--- src/rtl/iambic_morse_keyer_assert.svh ---
// assertion macros of the keyer rtl, used by imk_queue
// needs clk and arst_n in the scope where a macro is used
`ifndef IAMBIC_MORSE_KEYER_ASSERT_SVH
`define IAMBIC_MORSE_KEYER_ASSERT_SVH
`ifndef SYNTHESIS
// condition must hold in the same cycle as the trigger
`define IMK_ASSERT_SAME(label, trig, cond) \
	label: assert property (@(posedge clk) disable iff (!arst_n) (trig) |-> (cond)) \
		else $error("imk check failed");
// condition must hold in the cycle after the trigger
`define IMK_ASSERT_NEXT(label, trig, cond) \
	label: assert property (@(posedge clk) disable iff (!arst_n) (trig) |=> (cond)) \
		else $error("imk check failed");
`else
`define IMK_ASSERT_SAME(label, trig, cond)
`define IMK_ASSERT_NEXT(label, trig, cond)
`endif
`endif

--- src/rtl/imk_pkg.sv ---
// shared types, constants and helpers of the iambic keyer
// no dependencies
`timescale 1ns / 1ps
`default_nettype none

package imk_pkg;

	// widths of fields and registers
	localparam int unsigned DIT_W = 20;
	localparam int unsigned STEP_W = 13;
	localparam int unsigned WAIT_W = 20;
	localparam int unsigned CFG_W = 20;
	localparam int unsigned CFG_IDX_W = 2;
	localparam int unsigned POS_W = 23;
	localparam int unsigned END_W = 22;
	localparam int unsigned CODE_W = 2;
	localparam int unsigned STATE_W = 3;

	localparam int unsigned QUEUE_DEPTH_DEF = 16;

	localparam logic [POS_W-1:0] POS_MAX = {POS_W{1'b1}};

	// register reset values
	localparam logic [DIT_W-1:0] DIT_RESET = 20'd2880;
	localparam logic [STEP_W-1:0] STEP_RESET = 13'd64;
	localparam logic [WAIT_W-1:0] WAIT_RESET = 20'd800;

	// register indexes
	localparam logic [CFG_IDX_W-1:0] CFG_DIT_LENGTH = 2'd0;
	localparam logic [CFG_IDX_W-1:0] CFG_TICK_STEP = 2'd1;
	localparam logic [CFG_IDX_W-1:0] CFG_INIT_WAIT = 2'd2;

	// item kinds
	localparam logic OP_TICK = 1'b0;
	localparam logic OP_ENQUEUE = 1'b1;

	// element codes
	localparam logic [CODE_W-1:0] EL_DIT = 2'd0;
	localparam logic [CODE_W-1:0] EL_DAH = 2'd1;
	localparam logic [CODE_W-1:0] EL_PAUSE = 2'd2;

	// reported keyer state codes
	localparam logic [STATE_W-1:0] ST_INIT = 3'd0;
	localparam logic [STATE_W-1:0] ST_INIT_PAUSE = 3'd1;
	localparam logic [STATE_W-1:0] ST_IDLE = 3'd2;
	localparam logic [STATE_W-1:0] ST_DIT = 3'd3;
	localparam logic [STATE_W-1:0] ST_DAH = 3'd4;
	localparam logic [STATE_W-1:0] ST_DIT_PAUSE = 3'd5;
	localparam logic [STATE_W-1:0] ST_DAH_PAUSE = 3'd6;

	typedef enum logic [6:0] {
		M_INIT       = 7'b0000001,
		M_INIT_PAUSE = 7'b0000010,
		M_IDLE       = 7'b0000100,
		M_DIT        = 7'b0001000,
		M_DAH        = 7'b0010000,
		M_DIT_PAUSE  = 7'b0100000,
		M_DAH_PAUSE  = 7'b1000000
	} mode_t;

	typedef enum logic [1:0] {
		LATCH_NONE = 2'd0,
		LATCH_DIT  = 2'd1,
		LATCH_DAH  = 2'd2
	} latch_t;

	typedef struct packed {
		logic [DIT_W-1:0]  dit_length;
		logic [STEP_W-1:0] tick_step;
		logic [WAIT_W-1:0] init_wait_length;
	} cfg_t;

	typedef struct packed {
		logic              push;
		logic [CODE_W-1:0] push_code;
		logic              pop;
		logic              flush;
	} queue_req_t;

	typedef struct packed {
		logic              empty;
		logic              full;
		logic [CODE_W-1:0] head_code;
	} queue_stat_t;

	typedef struct packed {
		logic [STATE_W-1:0] keyer_state;
		logic               key_down;
		logic               enqueue_dropped;
	} result_t;

	// one-hot mode to the reported state code
	function automatic logic [STATE_W-1:0] state_code(input mode_t m);
		logic [STATE_W-1:0] c;
		case (m)
			M_INIT:       c = ST_INIT;
			M_INIT_PAUSE: c = ST_INIT_PAUSE;
			M_IDLE:       c = ST_IDLE;
			M_DIT:        c = ST_DIT;
			M_DAH:        c = ST_DAH;
			M_DIT_PAUSE:  c = ST_DIT_PAUSE;
			M_DAH_PAUSE:  c = ST_DAH_PAUSE;
			default:      c = ST_INIT;
		endcase
		return c;
	endfunction

endpackage

`default_nettype wire

--- src/rtl/imk_queue.sv ---
// element queue: circular buffer with a registered head entry
// depends on imk_pkg and iambic_morse_keyer_assert.svh
`timescale 1ns / 1ps
`default_nettype none
`include "iambic_morse_keyer_assert.svh"

module imk_queue #(
	parameter int unsigned QUEUE_DEPTH = imk_pkg::QUEUE_DEPTH_DEF
) (
	input  wire logic               clk,
	input  wire logic               arst_n,
	input  wire imk_pkg::queue_req_t req,
	output imk_pkg::queue_stat_t    stat
);

	localparam int unsigned PTR_W = $clog2(QUEUE_DEPTH);
	localparam int unsigned CNT_W = $clog2(QUEUE_DEPTH + 1);
	localparam logic [PTR_W-1:0] PTR_LAST = PTR_W'(QUEUE_DEPTH - 1);
	localparam logic [CNT_W-1:0] CNT_FULL = CNT_W'(QUEUE_DEPTH);

	logic [imk_pkg::CODE_W-1:0] mem [QUEUE_DEPTH];
	logic [PTR_W-1:0] head_q, tail_q, head_n, tail_n;
	logic [CNT_W-1:0] count_q, count_n;
	logic [imk_pkg::CODE_W-1:0] head_data_q;

	// next pointers and fill count
	always_comb begin
		head_n = head_q;
		tail_n = tail_q;
		count_n = count_q;
		if (req.flush) begin
			head_n = '0;
			tail_n = '0;
			count_n = '0;
		end else if (req.pop) begin
			head_n = (head_q == PTR_LAST) ? '0 : head_q + 1'b1;
			count_n = count_q - 1'b1;
		end else if (req.push) begin
			tail_n = (tail_q == PTR_LAST) ? '0 : tail_q + 1'b1;
			count_n = count_q + 1'b1;
		end
	end

	always_ff @(posedge clk or negedge arst_n) begin
		if (!arst_n) begin
			head_q <= '0;
			tail_q <= '0;
			count_q <= '0;
		end else begin
			head_q <= head_n;
			tail_q <= tail_n;
			count_q <= count_n;
		end
	end

	// storage write
	always_ff @(posedge clk) begin
		if (req.push) begin
			mem[tail_q] <= req.push_code;
		end
	end

	// registered read of the next head entry, bypassed on a write to it
	always_ff @(posedge clk) begin
		if (req.push && (tail_q == head_n)) begin
			head_data_q <= req.push_code;
		end else begin
			head_data_q <= mem[head_n];
		end
	end

	assign stat.empty = (count_q == '0);
	assign stat.full = (count_q == CNT_FULL);
	assign stat.head_code = head_data_q;

	// checks
	`IMK_ASSERT_SAME(a_count_range, 1'b1, count_q <= CNT_FULL)
	`IMK_ASSERT_SAME(a_pop_nonempty, req.pop, count_q != '0)
	`IMK_ASSERT_SAME(a_push_not_full, req.push, count_q != CNT_FULL)
	`IMK_ASSERT_NEXT(a_flush_empties, req.flush, count_q == '0)

endmodule

`default_nettype wire

--- src/rtl/imk_seq.sv ---
// keyer sequencer: mode, paddle latch and element timing,
// one item per cycle while go is high; depends on imk_pkg
`timescale 1ns / 1ps
`default_nettype none

module imk_seq (
	input  wire logic                        clk,
	input  wire logic                        arst_n,
	input  wire logic                        go,
	input  wire logic                        op,
	input  wire logic                        dit_closed,
	input  wire logic                        dah_closed,
	input  wire logic [imk_pkg::CODE_W-1:0]  element_code,
	input  wire imk_pkg::cfg_t               cfg,
	input  wire imk_pkg::queue_stat_t        qstat,
	output imk_pkg::queue_req_t              qreq,
	output imk_pkg::result_t                 result
);

	localparam int unsigned POS_W = imk_pkg::POS_W;
	localparam int unsigned END_W = imk_pkg::END_W;

	imk_pkg::mode_t mode_q, mode_n;
	imk_pkg::latch_t latch_q, latch_n;
	logic [POS_W-1:0] pos_q, pos_n, pos_base;
	logic [END_W-1:0] end_q, end_n;

	logic [END_W-1:0] dit_len, dah_len;
	logic [END_W+1:0] end_x3;
	logic [POS_W+1:0] pos_x4;
	logic late, expired, el_valid;
	logic [POS_W:0] pos_sum;

	// element lengths and the last-quarter test
	always_comb begin
		dit_len = END_W'(cfg.dit_length);
		dah_len = dit_len + {dit_len[END_W-2:0], 1'b0};
		end_x3 = {2'b00, end_q} + {1'b0, end_q, 1'b0};
		pos_x4 = {pos_q, 2'b00};
		late = pos_x4 > {1'b0, end_x3};
		expired = pos_q > {1'b0, end_q};
		el_valid = element_code inside {imk_pkg::EL_DIT, imk_pkg::EL_DAH, imk_pkg::EL_PAUSE};
	end

	// next state for one item
	always_comb begin
		mode_n = mode_q;
		latch_n = latch_q;
		end_n = end_q;
		pos_base = pos_q;
		qreq = '0;
		result.enqueue_dropped = 1'b0;
		if (op == imk_pkg::OP_ENQUEUE) begin
			qreq.push_code = element_code;
			if (el_valid) begin
				qreq.push = !qstat.full;
				result.enqueue_dropped = qstat.full;
			end
		end else begin
			if (mode_q == imk_pkg::M_INIT) begin
				pos_base = '0;
				end_n = END_W'(cfg.init_wait_length);
				mode_n = imk_pkg::M_INIT_PAUSE;
			end else if (mode_q == imk_pkg::M_IDLE) begin
				pos_base = '0;
				if (latch_q == imk_pkg::LATCH_DIT || (latch_q == imk_pkg::LATCH_NONE
						&& dit_closed)) begin
					qreq.flush = 1'b1;
					end_n = dit_len;
					mode_n = imk_pkg::M_DIT;
				end else if (latch_q == imk_pkg::LATCH_DAH || dah_closed) begin
					qreq.flush = 1'b1;
					end_n = dah_len;
					mode_n = imk_pkg::M_DAH;
				end else if (!qstat.empty) begin
					qreq.pop = 1'b1;
					case (qstat.head_code)
						imk_pkg::EL_DIT: begin
							end_n = dit_len;
							mode_n = imk_pkg::M_DIT;
						end
						imk_pkg::EL_DAH: begin
							end_n = dah_len;
							mode_n = imk_pkg::M_DAH;
						end
						default: begin
							// a queued pause from idle runs as a dah pause
							end_n = dit_len;
							mode_n = imk_pkg::M_DAH_PAUSE;
						end
					endcase
				end
				latch_n = imk_pkg::LATCH_NONE;
			end else if (expired) begin
				pos_base = '0;
				case (mode_q)
					imk_pkg::M_DIT: begin
						end_n = dit_len;
						mode_n = imk_pkg::M_DIT_PAUSE;
					end
					imk_pkg::M_DAH: begin
						end_n = dit_len;
						mode_n = imk_pkg::M_DAH_PAUSE;
					end
					imk_pkg::M_DIT_PAUSE: begin
						if (dah_closed) begin
							latch_n = imk_pkg::LATCH_NONE;
							end_n = dah_len;
							mode_n = imk_pkg::M_DAH;
						end else begin
							mode_n = imk_pkg::M_IDLE;
						end
					end
					imk_pkg::M_DAH_PAUSE: begin
						if (dit_closed) begin
							latch_n = imk_pkg::LATCH_NONE;
							end_n = dit_len;
							mode_n = imk_pkg::M_DIT;
						end else begin
							mode_n = imk_pkg::M_IDLE;
						end
					end
					default: mode_n = imk_pkg::M_IDLE;
				endcase
			end else if (mode_q == imk_pkg::M_DIT || mode_q == imk_pkg::M_DIT_PAUSE) begin
				if (dah_closed && late) latch_n = imk_pkg::LATCH_DAH;
			end else if (mode_q == imk_pkg::M_DAH || mode_q == imk_pkg::M_DAH_PAUSE) begin
				if (dit_closed && late) latch_n = imk_pkg::LATCH_DIT;
			end
		end
		// saturating advance of the position counter on ticks
		pos_sum = {1'b0, pos_base} + (POS_W + 1)'(cfg.tick_step);
		if (op == imk_pkg::OP_ENQUEUE) begin
			pos_n = pos_q;
		end else if (pos_sum[POS_W]) begin
			pos_n = imk_pkg::POS_MAX;
		end else begin
			pos_n = pos_sum[POS_W-1:0];
		end
		if (!go) begin
			qreq = '0;
		end
		result.keyer_state = imk_pkg::state_code(mode_n);
		result.key_down = (mode_n == imk_pkg::M_DIT) || (mode_n == imk_pkg::M_DAH);
	end

	// sequencer state
	always_ff @(posedge clk or negedge arst_n) begin
		if (!arst_n) begin
			mode_q <= imk_pkg::M_INIT;
			latch_q <= imk_pkg::LATCH_NONE;
			pos_q <= '0;
			end_q <= '0;
		end else if (go) begin
			mode_q <= mode_n;
			latch_q <= latch_n;
			pos_q <= pos_n;
			end_q <= end_n;
		end
	end

endmodule

`default_nettype wire

--- src/rtl/iambic_morse_keyer.sv ---
// iambic keyer top: stream ports, config registers, input and result registers
// depends on imk_pkg, imk_seq, imk_queue
//
// usage
//   input beats (s_*): s_tuser selects a tick (0) carrying the two paddle levels
//   or an enqueue (1) carrying a dit, dah or pause code for the element queue.
//   every input beat gives exactly one result beat (m_*) with the keyer state
//   after the item, the key-down flag and the queue-full drop flag.
//   an input beat passes through the input register, then the sequencer logic
//   feeding the result register, before its result beat appears.
//   throughput is one beat per cycle while m_tready is high, as the sequencer and
//   queue update their state as each beat moves on.
//   after reset the keyer is in init with an empty queue; the first tick starts
//   the start-up wait. config writes go straight into the registers.
//   when m_tready is low the result holds and one more beat is taken into the
//   input register; then s_tready drops until the result is taken.
`timescale 1ns / 1ps
`default_nettype none

module iambic_morse_keyer #(
	parameter int unsigned QUEUE_DEPTH = imk_pkg::QUEUE_DEPTH_DEF
) (
	input  wire logic                           clk,
	input  wire logic                           arst_n,
	// input stream
	input  wire logic                           s_tvalid,
	output logic                                s_tready,
	input  wire logic [7:0]                     s_tdata,  // dit_closed, dah_closed, element_code[1:0]
	input  wire logic                           s_tuser,  // op
	// result stream
	output logic                                m_tvalid,
	input  wire logic                           m_tready,
	output logic [7:0]                          m_tdata,  // keyer_state[2:0], key_down, enqueue_dropped
	// config write port
	input  wire logic                           cfg_we,
	input  wire logic [imk_pkg::CFG_IDX_W-1:0]  cfg_index,
	input  wire logic [imk_pkg::CFG_W-1:0]      cfg_data
);

	imk_pkg::cfg_t cfg_q;
	logic s1_valid;
	logic op_s1, dit_s1, dah_s1;
	logic [imk_pkg::CODE_W-1:0] code_s1;
	logic advance;
	logic out_valid_q;
	imk_pkg::result_t result, out_q;
	imk_pkg::queue_req_t qreq;
	imk_pkg::queue_stat_t qstat;

	// config registers
	always_ff @(posedge clk or negedge arst_n) begin
		if (!arst_n) begin
			cfg_q.dit_length <= imk_pkg::DIT_RESET;
			cfg_q.tick_step <= imk_pkg::STEP_RESET;
			cfg_q.init_wait_length <= imk_pkg::WAIT_RESET;
		end else if (cfg_we) begin
			case (cfg_index)
				imk_pkg::CFG_DIT_LENGTH: cfg_q.dit_length <= cfg_data[imk_pkg::DIT_W-1:0];
				imk_pkg::CFG_TICK_STEP:  cfg_q.tick_step <= cfg_data[imk_pkg::STEP_W-1:0];
				imk_pkg::CFG_INIT_WAIT:  cfg_q.init_wait_length <= cfg_data[imk_pkg::WAIT_W-1:0];
				default: ;
			endcase
		end
	end

	// handshake: item moves on when the result register is free or being taken
	assign advance = s1_valid && (!out_valid_q || m_tready);
	assign s_tready = !s1_valid || advance;

	// input register
	always_ff @(posedge clk or negedge arst_n) begin
		if (!arst_n) begin
			s1_valid <= 1'b0;
		end else if (s_tready) begin
			s1_valid <= s_tvalid;
		end
	end

	always_ff @(posedge clk) begin
		if (s_tready && s_tvalid) begin
			op_s1 <= s_tuser;
			dit_s1 <= s_tdata[0];
			dah_s1 <= s_tdata[1];
			code_s1 <= s_tdata[3:2];
		end
	end

	imk_seq u_seq (
		.clk          (clk),
		.arst_n       (arst_n),
		.go           (advance),
		.op           (op_s1),
		.dit_closed   (dit_s1),
		.dah_closed   (dah_s1),
		.element_code (code_s1),
		.cfg          (cfg_q),
		.qstat        (qstat),
		.qreq         (qreq),
		.result       (result)
	);

	imk_queue #(
		.QUEUE_DEPTH (QUEUE_DEPTH)
	) u_queue (
		.clk    (clk),
		.arst_n (arst_n),
		.req    (qreq),
		.stat   (qstat)
	);

	// result register
	always_ff @(posedge clk or negedge arst_n) begin
		if (!arst_n) begin
			out_valid_q <= 1'b0;
		end else if (advance) begin
			out_valid_q <= 1'b1;
		end else if (m_tready) begin
			out_valid_q <= 1'b0;
		end
	end

	always_ff @(posedge clk) begin
		if (advance) begin
			out_q <= result;
		end
	end

	assign m_tvalid = out_valid_q;
	assign m_tdata = {3'b000, out_q.enqueue_dropped, out_q.key_down, out_q.keyer_state};

endmodule

`default_nettype wire
--- config.mk ---
export PLATFORM = sky130hd
export DESIGN_NAME = iambic_morse_keyer
export DESIGN_NICKNAME = d
export VERILOG_FILES = /design/src/rtl/imk_pkg.sv /design/src/rtl/imk_queue.sv /design/src/rtl/imk_seq.sv /design/src/rtl/iambic_morse_keyer.sv
export VERILOG_INCLUDE_DIRS = /design/src /design/src/rtl
export SDC_FILE = /design/constraint.sdc
export NUM_CORES = 1
export LEC_CHECK = 0
export BUFFER_PORTS_ARGS = -buffer_cell sky130_fd_sc_hd__buf_4
export CAP_MARGIN = 20
export CORE_MARGIN = 1.5
export CORE_UTILIZATION = 30
export CTS_CLUSTER_DIAMETER = 30
export DETAILED_ROUTE_END_ITERATION = 8
export SYNTH_ARGS = -nofsm -noshare
export SYNTH_HDL_FRONTEND = slang
export SYNTH_SLANG_ARGS = --single-unit
--- constraint.sdc ---
create_clock -name clk -period 4.8 [get_ports clk]
set_clock_uncertainty 0.05 [all_clocks]
set_input_delay 0.24 -clock clk [delete_from_list [all_inputs] [get_ports clk]]
set_output_delay 0.24 -clock clk [all_outputs]
set_load 0.005 [all_outputs]
# Word-level counts from Yosys, hierarchy flattened

Memory sizes are Yosys's and may differ from the RTL's. A register that Yosys moved wholly into a read port is not among the register bits.
Index checks and enable logic that the tools add are counted.

RAM bits: 32
Flip-flop bits (word level): 132
Memories: 1
Input bits: 36

Memory list:

| name        | depth | width | rd ports | clocked after memory_dff | write ports | RTL line        | RTL |
|---|---|---|---|---|---|---|---|
| u_queue.mem | 16    | 2     | 1        | 1                        | 1           | imk_queue.sv:21 | `logic [imk_pkg::CODE_W-1:0] mem [QUEUE_DEPTH];` |

Add/subtract/negate cells: 7
$lt $le $gt $ge: 2
Bitwise logic cells: 2
Equal/unequal tests: 30
Muxes and demuxes: 61
Reductions and logical operators: 37

Operators with widths:

| operator           | number |
|---|---|
| $mux 22            | 9 |
| $mux 23            | 5 |
| $pmux 22 s3        | 1 |
| $mux 7             | 7 |
| $mux 4             | 8 |
| $pmux 7 s4         | 1 |
| $gt 25x24->1       | 1 |
| $mux 5             | 5 |
| $add 22x23->24     | 1 |
| $add 23x13->24     | 1 |
| $gt 23x22->1       | 1 |
| $add 20x21->22     | 1 |
| $mux 2             | 11 |
| $pmux 3 s6         | 1 |
| $eq 7x3->1 const B | 2 |
| $eq 7x4->1 const B | 2 |
| $eq 7x5->1 const B | 2 |
| $eq 7x6->1 const B | 2 |
| $eq 7x7->1 const B | 2 |
| $pmux 7 s2         | 1 |
| $ne 4x2->1 const B | 3 |
| $ne 4x4->1 const B | 3 |
| $reduce_and 2->1   | 6 |
| $mux 1             | 10 |
| other kinds (26)   | 53 |

# Logic depth before layout (Yosys ltp)

Word-level depth: 11
Mapped depth: 22
Mapped depth without buffers: 21

# Modules after synthesis

A second synthesis with hierarchy kept.

Cell total of the unflattened synthesis: 1171
Area, all modules: 11474.8 um^2

Modules (own cells, without submodules):

| module             | cells an instance | instances | area each (um^2) |
|---|---|---|---|
| imk_seq            | 865               | 1         | 6796.5 |
| iambic_morse_keyer | 136               | 1         | 2423.6 |
| imk_queue          | 170               | 1         | 2254.7 |

# Least setup slack after synthesis

No wires, ideal clock.

Kind: register to register
Start: register u_seq.end_q[2]
End: register u_seq.pos_q[16]
Arrival time: 4.697 ns
Library setup time: 0.131 ns
Path buffers: 1
Cell stages (with the launch flop): 22
Period minus slack after synthesis: 4.878 ns
Required time: 4.619 ns
Setup slack: -0.078 ns
Cell sequence: dfrtp_1 inv_1 ha_1 a21oi_1 a21oi_1 o311ai_1 a31oi_2 nor3_1 or2_2 clkbuf_1 and2_1 inv_1 fa_1 nor2b_1 o21a_1 o21ai_1 a2111oi_0 nor3_1 o41ai_2 a31oi_1 o21ai_0 o41ai_1

Cells in the longest elaborated chain, start to end: 7

Ends and longest elaborated chain:

| element                | RTL line       | RTL |
|---|---|---|
| start, declared        | imk_seq.sv:26  | `logic [END_W-1:0] end_q, end_n;` |
| start signal, assigned | imk_seq.sv:158 | `end_q <= end_n;` |
| $gt 23x22->1           | imk_seq.sv:41  | `expired = pos_q > {1'b0, end_q};` |
| $mux 23                | imk_seq.sv:94  | `end else if (expired) begin` |
| $mux 23                | imk_seq.sv:64  | `end else if (mode_q == imk_pkg::M_IDLE) begin` |
| $mux 23                | imk_seq.sv:60  | `if (mode_q == imk_pkg::M_INIT) begin` |
| $mux 23                | imk_seq.sv:53  | `if (op == imk_pkg::OP_ENQUEUE) begin` |
| $add 23x13->24         | imk_seq.sv:132 | `pos_sum = {1'b0, pos_base} + (POS_W + 1)'(cfg.tick_step);` |
| $mux 23                | imk_seq.sv:135 | `end else if (pos_sum[POS_W]) begin` |
| end signal, assigned   | imk_seq.sv:157 | `pos_q <= pos_n;` |
| end, declared          | imk_seq.sv:25  | `logic [POS_W-1:0] pos_q, pos_n, pos_base;` |

No other way between the ends.
A chain may end at the register's enable or synchronous reset.

# Final worst setup path

Start: register u_seq.pos_q[16]
End: register u_seq.pos_q[19]

Cells in the longest elaborated chain, start to end: 7

Ends and longest elaborated chain:

| element            | RTL line |
|---|---|
| $gt 23x22->1       | imk_seq.sv:41 |
| $mux 23            | imk_seq.sv:94 |
| $mux 23            | imk_seq.sv:64 |
| $mux 23            | imk_seq.sv:60 |
| $mux 23 (*)        | imk_seq.sv:53 |
| $add 23x13->24 (*) | imk_seq.sv:132 |
| $mux 23 (*)        | imk_seq.sv:135 |

Every way passes the cells marked *; elsewhere a longest branch is shown, timed or not.

==> metrics.yaml <==
grtUsageMet1_pct: 19.4
synth_top_family_by_area: "compound AO/OA/AOI/OAI gates"
fp.dieH_microns: 197
start_util_pct: 30.6
htreeDepth: 4
crit_type: "reg -> reg"
power.internal_w: 0.00323
synth_edf_count: 42
die-area_sq_um: 38600
syn-cell-area_sq_um: 11200
insertion_delay_ps: 440
cp_slowest_stage_delay_ps: 440
yosys_warnings: 0
synth_top_cell_area_share_pct: 25.2
dpl_cell_area_sq_um: 12300
grt-busiest-layer: "met2"
gp_congestion: 0.847
root_buffer: "clkbuf_16"
crit_buf_inv: 2
grt_max_degree: 45
cp_max_fo: 8
post_synth_fa_ha_maj_area_fraction_pct: 12.8
grtUsageTotal_pct: 14.9
dp_hpwl_mm: 20.5
hold_path.class: "in -> reg"
finalNonFillerCells: 1721
die_x_microns: 197
ys_seq_area_share_pct: 39.2
synthArstFlopShare_pct: 72.6
synth-compound-area-share_pct: 18.1
fin_crit_sh_pct: 95.1
fin_crit_ps: 4560
crit_path_start_kind: "flop"
run_status: "completed"
drc: 0
clock.fmax_mhz: 219
vias: 8924
grt_pass1_vias: 8698
setup-violations-final: 0
ios: 46
cts_tree: "built"
antenna_cells: 0
antenna_found_initial: 0
core_sq_um: 36800
synth_xor_area_share_pct: 4.52
drt-total-wl_mm: 27.9
clk_pin_slew_ps: 70
drive_above_1_share_pct: 21.9
detail_route.wl_per_cell_microns: 16.2
dp_cells: 1646
power_frac_seq_pct: 37.9
synthMuxAreaShare_pct: 6.92
cts_num_sinks: 168
tightest_slew_ps: 826
synth_flop_cell: "dfrtp_1"
critical_path.slowest_cell: "a2111o_1"
power_density_nw_per_um2: 366
grtUsageMet3_pct: 2.02
syn_area_per_cell_sq_um: 9.98
crit_chain: "ha_1 -> nand3_1 -> nor4_4 -> buf_4 -> o311ai_2 -> a31oi_2 -> nor3_2 -> or2_2 -> and2_1 -> buf_4 -> ha_1 -> a21o_1 -> a21o_1 -> a2111o_1 -> nand2_1 -> o2111ai_1 -> a41o_2 -> nand2_1 -> or3_1 -> nand3_1"
hold_viol_final: 0
syn-instance-count: 1126
combPwrFrac_pct: 33.1
relSlewSlack_pct: 44.8
numCtsBuffers: 17
swShare_pct: 34.6
drtIter0Drc: 438
area_growth_syn_to_layout_pct: 20.2
rows: 70
viasPerCell: 5.19
synthSimpleGateAreaFrac_pct: 14.8
clockBufferDepth: 2
grt_pass1_wl_mm: 45.6
grt.met2_usage_pct: 24.9
drv_slew: 0
postRouteAntennaNets: 0
switchingPower_w: 0.00171
io_buffers: 38
cp_top_family: "compound AO/OA/AOI/OAI gates"
fin_area_sq_um: 13500
endpoint_kind: "flop"
clock_power_share_pct: 29.0
maxCapViolCount: 0
p_leak_nw: 5.88
synthTopCellsByArea: "dfrtp_1, ha_1, edfxtp_1"
nets: 1389
required_ps: 5070
overflow: 0
ir_drop_uv: 281
ys_ff_latch: 168
yosysTopAreaCell: "dfrtp_1"
drt-pass1-iter-count: 5
cp.arrival_ps: 4830
synth_cell_types: 85
[metal layers]
metal  wire [microns]  up-vias  part of all wire [%]
li1                 -     4376                     -
met1            13100     4369                    47
met2            13500      134                    48
met3              604       45                   2.2
met4              773        0                   2.8
met5                0        -                     0
[flip-flops by register name (all words and copies together) (netlist names), 2 cells and up, named ones only]
register / cells
u_queue.tail_q: 4
u_queue.count_q: 5
u_queue.head_q: 4
code_s1: 2
u_seq.end_q: 22
m_tdata: 5
u_seq.latch_q: 2
cfg_q: 53
u_seq.pos_q: 23
u_seq.mode_q: 7
u_queue.mem: 32
[metrics by stage]
step	setup slack (ps)	hold WS, ps	power (W)	setup TNS [ps]	utilization [%]
global placement	58.7	219	0.00341	0	33.5
global route	-34.0	13.3	0.00527	-34.0	36.7
CTS	2.20	0.897	0.00492	0	35.8
floorplan	56.2	-106	0.00299	0	-
detailed placement	-58.7	226	0.00344	-93.9	33.5
finish	237	17.6	0.00494	0	36.7
[cell type report]
| cell class | count | area, sq um |
|---|---|---|
| sequential | 168 | 4410 |
| fill | 3673 | 23300 |
| clock inverter | 14 | 163 |
| tap | 468 | 586 |
| multi-input combinational | 861 | 6640 |
| inverter | 60 | 225 |
| timing repair buffer | 132 | 1050 |
| clock buffer | 18 | 439 |
[timing repair]
item,in CTS,in global routing
buffers inserted,0,21
hold buffers,22,0
pin swaps,0,19
endpoints found under the hold margin,76,0
setup endpoints to repair,4,13
gates resized for setup,4,49
[logic make-up after synthesis]
group,Yosys count
muxes,61
buffers and inverters,99
AOI/OAI and AO/OA,301
other,1
adders and majority gates,113
and+or+nand+nor,325
xor gates and xnor gates,58
DFF,168
[layout by cell type, fill, tap and decap left out, types with 8 or more instances in the layout]
master         count
and2_1            21
xor2_1            34
dfrtp_1          109
a22o_1             8
buf_4            110
a21o_1            30
nand2b_1          13
xnor2_1           24
dlygate4sd3_1     22
a21oi_1           76
nor2b_1            8
ha_1             101
o211ai_1          11
nand4_1            8
dfstp_2            9
nand3_1           32
a22oi_1           13
a31oi_1           10
nor3_1            26
o21ai_0           53
nor2_1            67
clkbuf_16         17
mux2_2            50
and3_1            10
a211oi_1          10
nand2_1           89
mux4_2             8
edfxtp_1          42
o21ai_1           11
inv_1             52
or3_1              9
nor4_1            10
[power groups by stage]
stage | clock network, W | registers, W | logic, W
CTS | 0.00147 | 0.00187 | 0.00159
global route | 0.00151 | 0.00190 | 0.00186
finish | 0.00143 | 0.00187 | 0.00163
floorplan | 0 | 0.00182 | 0.00117
global placement | 0 | 0.00189 | 0.00152
detailed placement | 0 | 0.00189 | 0.00155
[cell usage after synthesis, types with 30 or more instances]
master    number
dfrtp_1      113
nand2_1       90
ha_1         109
mux2_2        50
nor2_1        68
a21oi_1       79
edfxtp_1      42
nand3_1       33
inv_1         59
a21o_1        30
xor2_1        34
o21ai_0       63
[worst paths after layout]
kind / cells past startpoint / start / to / slack [ps]
worst max-delay path: 20 / u_seq.pos_q[16] / u_seq.pos_q[19] / 240
worst min-delay path: 2 / cfg_data[12] / cfg_q[32] / 20
worst max register to register: 20 / u_seq.pos_q[16] / u_seq.pos_q[19] / 240
worst min register to register: 1 / s1_valid / m_tvalid / 450
max in group asynchronous: 3 / arst_n / u_seq.pos_q[18] / 3370
min in group asynchronous: 2 / arst_n / cfg_q[10] / 300
Power figures use the tool's default switching activity.
